`src/rtl/cip_pkg.sv`:
```
// shared widths and pipeline stage type for the condensed index to pair converter
`timescale 1ns / 1ps
`default_nettype none

package cip_pkg;

    // field widths
    localparam int NUM_W  = 16;
    localparam int IDX_W  = 31;

    // integer square root of 1 + 8k, two radicand bits per step
    localparam int RAD_W    = 34;
    localparam int ROOT_W   = 17;
    localparam int REM_W    = 20;
    localparam int SQ_STEPS = RAD_W / 2;

    // one stage of the square root pipe
    typedef struct packed {
        logic [NUM_W-1:0]  n;
        logic [IDX_W-1:0]  k;
        logic              err;
        logic [REM_W-1:0]  rem;
        logic [ROOT_W-1:0] root;
        logic [RAD_W-1:0]  rad;
    } t_sq;

endpackage

`default_nettype wire

```
`src/rtl/condensed_index_to_pair.sv`:
```
// top level: condensed distance vector index to (row, column) pair, fully pipelined
//
//  channel   | dir | handshake                  | payload
//  ----------+-----+----------------------------+-----------------------------------
//  s_axis    | in  | i_s_tvalid / o_s_tready    | tdata[30:0] linear_index
//  m_axis    | out | o_m_tvalid / i_m_tready    | tdata[15:0] row, [31:16] col; tuser out_of_range
//  cfg       | in  | i_cfg_valid / o_cfg_ready  | num_points [15:0]
//
// one item per cycle unless the output stalls; the stages are: one for n(n-1), one for
// the range check, 17 stages of the square root (one root bit each), one stage for
// c(c+1) and the output register.
// reset (synchronous, active low) empties the pipe and sets num_points to 2.
// a stall at the output freezes the whole pipe; input ready follows output ready.
`timescale 1ns / 1ps
`default_nettype none

module condensed_index_to_pair #(
    parameter int MAX_POINTS = 65535
) (
    input  wire logic                      i_clk,
    input  wire logic                      i_rst_n,
    // config write
    input  wire logic                      i_cfg_valid,
    output logic                           o_cfg_ready,
    input  wire logic [cip_pkg::NUM_W-1:0] i_cfg_data,    // num_points
    // input stream
    input  wire logic                      i_s_tvalid,
    output logic                           o_s_tready,
    input  wire logic [31:0]               i_s_tdata,     // [30:0] linear_index, [31] zero
    // output stream
    output logic                           o_m_tvalid,
    input  wire logic                      i_m_tready,
    output logic [31:0]                    o_m_tdata,     // [15:0] row_index, [31:16] col_index
    output logic [0:0]                     o_m_tuser      // [0] out_of_range
);
    import cip_pkg::*;

    logic [NUM_W-1:0] r_num_points;
    logic             en;

    // stage a
    logic             r_a_vld;
    logic [NUM_W-1:0] r_a_n;
    logic [IDX_W-1:0] r_a_idx;
    logic [31:0]      r_a_prod;
    logic [NUM_W-1:0] n_a_n;
    logic [NUM_W-1:0] n_a_nm1;

    // stage b
    logic             r_b_vld;
    t_sq              r_b;
    t_sq              n_b;
    logic [IDX_W-1:0] b_total;

    // square root stages
    logic             r_sq_vld [SQ_STEPS];
    t_sq              r_sq     [SQ_STEPS];
    t_sq              n_sq     [SQ_STEPS];

    // stage c
    logic              r_c_vld;
    logic [NUM_W-1:0]  r_c_n;
    logic [NUM_W-1:0]  r_c_k;
    logic              r_c_err;
    logic [NUM_W-1:0]  r_c_c;
    logic [32:0]       r_c_prod;
    logic [NUM_W-1:0]  n_c_c;
    logic [NUM_W:0]    n_c_cp1;

    // output register
    logic              r_out_vld;
    logic [31:0]       r_out_data;
    logic              r_out_err;
    logic [NUM_W-1:0]  n_row;
    logic [NUM_W-1:0]  n_col;

    // whole pipe moves unless the output holds an item that is not taken
    assign en          = !r_out_vld || i_m_tready;
    assign o_s_tready  = en;
    assign o_cfg_ready = 1'b1;

    // config register
    always_ff @(posedge i_clk) begin
        if (!i_rst_n) begin
            r_num_points <= NUM_W'(2);
        end else if (i_cfg_valid) begin
            r_num_points <= i_cfg_data;
        end
    end

    // stage a: saturate n and form n(n-1)
    always_comb begin
        n_a_n   = (32'(r_num_points) > 32'(MAX_POINTS)) ? NUM_W'(MAX_POINTS) : r_num_points;
        n_a_nm1 = (n_a_n == '0) ? '0 : n_a_n - NUM_W'(1);
    end

    always_ff @(posedge i_clk) begin
        if (!i_rst_n) begin
            r_a_vld <= 1'b0;
        end else if (en) begin
            r_a_vld <= i_s_tvalid;
        end
    end

    always_ff @(posedge i_clk) begin
        if (en) begin
            r_a_n    <= n_a_n;
            r_a_idx  <= i_s_tdata[IDX_W-1:0];
            r_a_prod <= n_a_n * n_a_nm1;
        end
    end

    // stage b: range check, k = N - index, radicand 1 + 8k
    always_comb begin
        b_total  = r_a_prod[IDX_W:1];
        n_b.n    = r_a_n;
        n_b.err  = (r_a_idx == '0) || (r_a_idx > b_total);
        n_b.k    = b_total - r_a_idx;
        n_b.rem  = '0;
        n_b.root = '0;
        n_b.rad  = {n_b.k, 3'b001};
    end

    always_ff @(posedge i_clk) begin
        if (!i_rst_n) begin
            r_b_vld <= 1'b0;
        end else if (en) begin
            r_b_vld <= r_a_vld;
        end
    end

    always_ff @(posedge i_clk) begin
        if (en) begin
            r_b <= n_b;
        end
    end

    // square root: each stage brings in two radicand bits and settles one root bit
    always_comb begin
        t_sq              src;
        logic [REM_W-1:0] rem2;
        logic [REM_W-1:0] trial;
        for (int s = 0; s < SQ_STEPS; s++) begin
            src   = (s == 0) ? r_b : r_sq[(s == 0) ? 0 : s - 1];
            rem2  = {src.rem[REM_W-3:0], src.rad[RAD_W-1 -: 2]};
            trial = {1'b0, src.root, 2'b01};
            n_sq[s].n   = src.n;
            n_sq[s].k   = src.k;
            n_sq[s].err = src.err;
            n_sq[s].rad = {src.rad[RAD_W-3:0], 2'b00};
            if (rem2 >= trial) begin
                n_sq[s].rem  = rem2 - trial;
                n_sq[s].root = {src.root[ROOT_W-2:0], 1'b1};
            end else begin
                n_sq[s].rem  = rem2;
                n_sq[s].root = {src.root[ROOT_W-2:0], 1'b0};
            end
        end
    end

    always_ff @(posedge i_clk) begin
        if (!i_rst_n) begin
            for (int s = 0; s < SQ_STEPS; s++) begin
                r_sq_vld[s] <= 1'b0;
            end
        end else if (en) begin
            r_sq_vld[0] <= r_b_vld;
            for (int s = 1; s < SQ_STEPS; s++) begin
                r_sq_vld[s] <= r_sq_vld[s-1];
            end
        end
    end

    always_ff @(posedge i_clk) begin
        if (en) begin
            for (int s = 0; s < SQ_STEPS; s++) begin
                r_sq[s] <= n_sq[s];
            end
        end
    end

    // stage c: c = (root - 1) / 2 and c(c+1)
    always_comb begin
        n_c_c   = NUM_W'((r_sq[SQ_STEPS-1].root - ROOT_W'(1)) >> 1);
        n_c_cp1 = {1'b0, n_c_c} + (NUM_W+1)'(1);
    end

    always_ff @(posedge i_clk) begin
        if (!i_rst_n) begin
            r_c_vld <= 1'b0;
        end else if (en) begin
            r_c_vld <= r_sq_vld[SQ_STEPS-1];
        end
    end

    always_ff @(posedge i_clk) begin
        if (en) begin
            r_c_n    <= r_sq[SQ_STEPS-1].n;
            r_c_k    <= r_sq[SQ_STEPS-1].k[NUM_W-1:0];
            r_c_err  <= r_sq[SQ_STEPS-1].err;
            r_c_c    <= n_c_c;
            r_c_prod <= n_c_c * n_c_cp1;
        end
    end

    // output stage: row = n-1-c, col = n-k+c(c+1)/2, zeroed on error
    always_comb begin
        n_row = r_c_n - NUM_W'(1) - r_c_c;
        n_col = r_c_n - r_c_k + r_c_prod[NUM_W:1];
    end

    always_ff @(posedge i_clk) begin
        if (!i_rst_n) begin
            r_out_vld <= 1'b0;
        end else if (en) begin
            r_out_vld <= r_c_vld;
        end
    end

    always_ff @(posedge i_clk) begin
        if (en) begin
            r_out_data <= r_c_err ? '0 : {n_col, n_row};
            r_out_err  <= r_c_err;
        end
    end

    assign o_m_tvalid   = r_out_vld;
    assign o_m_tdata    = r_out_data;
    assign o_m_tuser[0] = r_out_err;

endmodule

`default_nettype wire

```
`config.mk`:
```
export PLATFORM = sky130hd
export DESIGN_NAME = condensed_index_to_pair
export DESIGN_NICKNAME = d
export VERILOG_FILES = /design/src/rtl/cip_pkg.sv /design/src/rtl/condensed_index_to_pair.sv
export SDC_FILE = /design/constraint.sdc
export NUM_CORES = 2
export LEC_CHECK = 0
export CORE_MARGIN = 2
export CORE_UTILIZATION = 64
export CTS_CLUSTER_SIZE = 16
export DETAILED_ROUTE_END_ITERATION = 8
export DONT_BUFFER_PORTS = 1
export PLACE_DENSITY = 0.8
export SLEW_MARGIN = 40
export SYNTH_ARGS = -nofsm -noshare
export SYNTH_HDL_FRONTEND = slang
export SYNTH_SLANG_ARGS = --single-unit
export TNS_END_PERCENT = 100
```
`constraint.sdc`:
```
create_clock -name i_clk -period 82 [get_ports i_clk]
set_input_delay 4.1 -clock i_clk [delete_from_list [all_inputs] [get_ports i_clk]]
set_output_delay 4.1 -clock i_clk [all_outputs]
set_load 0.005 [all_outputs]
```
==> results.py <==
metrics = {
    "sta": {
        "relSlewSlack": 0.433,
        "tns_ns": 0,
        "min_period_ns": 10.11,
        "slew_violations": 0,
        "post-route-period-util": 0.123,
        "tightest_slew_ns": 0.847,
        "rsz0062_at_grt": "false",
        "max_freq_mhz": 98.9,
        "hold_viol_final": 0,
        "fin_skew_ns": 0.0263,
        "setup_violations": 0,
        "holdWs_ns": 0.400,
    },
    "grt": {
        "grt_max_degree": 130,
        "grt-ovfl-total": 0,
        "antenna_found_initial": 0,
        "grt_usage": 0.223,
        "grt_first_pass_wirelength_mm": 190,
        "grt_pass1_vias": 38310,
    },
    "floorplan": {
        "rows": 118,
        "start_util": 0.644,
        "die_h_um": 327,
        "dieArea_um2": 107000,
        "die_width_um": 327,
        "core_um2": 103000,
        "pin_count": 89,
    },
    "cells_and_area": {
        "layout_commonest_cell": "edfxtp_1",
        "nNetsFinal": 5982,
        "layout.cells.non_filler": 6692,
        "final_cell_mix": "edfxtp_1 (1,272), inv_1 (757), ha_1 (398)",
        "seqCellArea_um2": 38600,
        "antenna_cells": 0,
        "filler_cell_count": 6805,
        "areaGrowthSynthToFinish_pct": 8.77,
        "drive_gt1_frac": 0.0567,
        "multi_input_area_um2": 24900,
    },
    "logic_synthesis": {
        "synth-main-ff-cell": "edfxtp_1",
        "synth.yosys.seq_area_share": 0.579,
        "synth-edff-count": 1272,
        "synth_cell_types": 79,
        "avgSynthCellArea_um2": 12.9,
        "async_flop_share": 0,
        "synth_nets": 5919,
        "syn-cell-area_um2": 66700,
        "syn_inst": 5162,
        "yosys_warnings": 0,
        "ys_ff_latch": 1292,
    },
    "detailed_routing": {
        "vias": 37175,
        "ant_nets": 0,
        "drtPass1Iterations": 7,
        "via_per_inst": 5.56,
        "drc": 0,
        "drt_iter0_drc": 2604,
        "wl_mm": 116,
        "wl_per_cell_um": 17.3,
    },
    "cts": {
        "htreeDepth": 4,
        "path_clk_slew_ns": 0.07,
        "postCtsSetupBuffers": 0,
        "hold_buffers": 0,
        "clock_latency_ns": 0.73,
        "cts_sinks": 1292,
        "ctsRootBufferMaster": "clkbuf_16",
        "cts_tree": "built",
        "clk_path_buf_depth": 3,
        "numCtsBuffers": 130,
        "postCtsResizedCells": 0,
    },
    "setup_path": {
        "crit_top_cell": "fa_1",
        "crit_path_start_kind": "flop",
        "critical_path_required_ns": 82.44,
        "crit_path_max_fanout": 19,
        "critPathKind": "flop to flop",
        "slowest_stage": "or4_1",
        "worst-endpoint-arrival_ns": 10.55,
        "cpPeakStageDelay_ns": 0.64,
        "crit_path_end_kind": "flop",
    },
    "placement": {
        "place_congestion": 0.894,
        "port_buffers": 0,
        "dp_hpwl_mm": 78.9,
        "place_inst": 6473,
    },
    "flow_run": {
        "drv_cap": 0,
    },
    "min_path": {
        "worst_hold_path_type": "flop to flop",
    },
    "status": {
        "outcome": "finished, final reports clean",
    },
}
==> metal layers <==
layer | GRT usage | part of all wire | wire length [um]
met1 | 0.272 | 0.40 | 46200
met2 | 0.402 | 0.53 | 61300
met3 | 0.0334 | 0.040 | 4590
met4 | 0.0839 | 0.033 | 3790
met5 | 0 | 0 | 0
==> layout make-up <==
type,count,area share
Clock inverter,59,0.00732
Sequential cell,1292,0.532
Timing Repair Buffer,41,0.00564
Clock buffer,160,0.0482
Inverter,764,0.0397
Tap cell,1380,0.0238
Multi-Input combinational cell,2996,0.343
==> worst paths after layout <==
| kind | from | end | slack (ns) | cells past startpoint |
|---|---|---|---|---|
| worst min-delay path | r_sq[0][1137] | r_sq[0][1254] | 0.40 | 0 |
| worst max-delay path | n_a_n[0] | r_a_prod[29] | 71.89 | 31 |
| worst max register to register | n_a_n[0] | r_a_prod[29] | 71.89 | 31 |
| worst min register to register | r_sq[0][1137] | r_sq[0][1254] | 0.40 | 0 |
==> synthesized netlist by cell type (all sizes together), types with 51 or more instances <==
cell type  instances  area share
a21o              63      0.0071
a21oi            187       0.014
and2              84      0.0079
clkbuf           100      0.0056
edfxtp          1272        0.57
fa               306       0.092
ha               398       0.075
inv              761       0.043
nand2            372       0.021
nand2b            78      0.0073
nand3             52      0.0044
nor2             313       0.018
nor2b             78      0.0073
nor3              86      0.0067
o21a              51      0.0057
o21ai            150       0.011
xnor2            204       0.027
xor2             127       0.017
==> worst max-delay path: cells and delay by family, from the launching register on <==
family / cells / cell delay [ns]
DFF: 1 / 0.30
AOI/OAI and AO/OA: 7 / 2.06
adders and majority gates: 8 / 3.24
and+or+nand+nor: 8 / 2.80
buffers and inverters: 7 / 1.21
muxes: 1 / 0.21
==> registers in the layout (all words and copies together) (netlist names), 17 cells and up <==
signal / flops
r_sq: 1031
r_sq_vld: 17
r_a_prod: 31
n_sq: 48
o_m_tdata: 32
r_a_idx: 31
==> cells by family (layout without fill, tap and decap cells) <==
kind of cell | after synthesis | after routing | synth area share
compound gates | 636 | 636 | 0.0603
fa+ha+maj | 704 | 704 | 0.167
other cells | 2 | 2 | 0.000113
simple gates | 1287 | 1287 | 0.0950
xor+xnor | 332 | 332 | 0.0443
buf+inv | 874 | 1024 | 0.0494
mux | 35 | 35 | 0.00555
flops | 1292 | 1292 | 0.579
==> metrics by stage <==
step                       util  worst slack, ns  instance area [um^2]
after floorplan               -            39.66                 66700
after global placement    0.660            71.90                 68300
after detailed placement  0.662            72.05                 68500
after CTS                 0.700            71.96                 72500
after global routing      0.701            71.32                 72500
final                     0.701            71.89                 72500
Power is left out: the tool's default activity adds up to more than one toggle a clock period on the data nets, which glitch-free logic cannot reach.
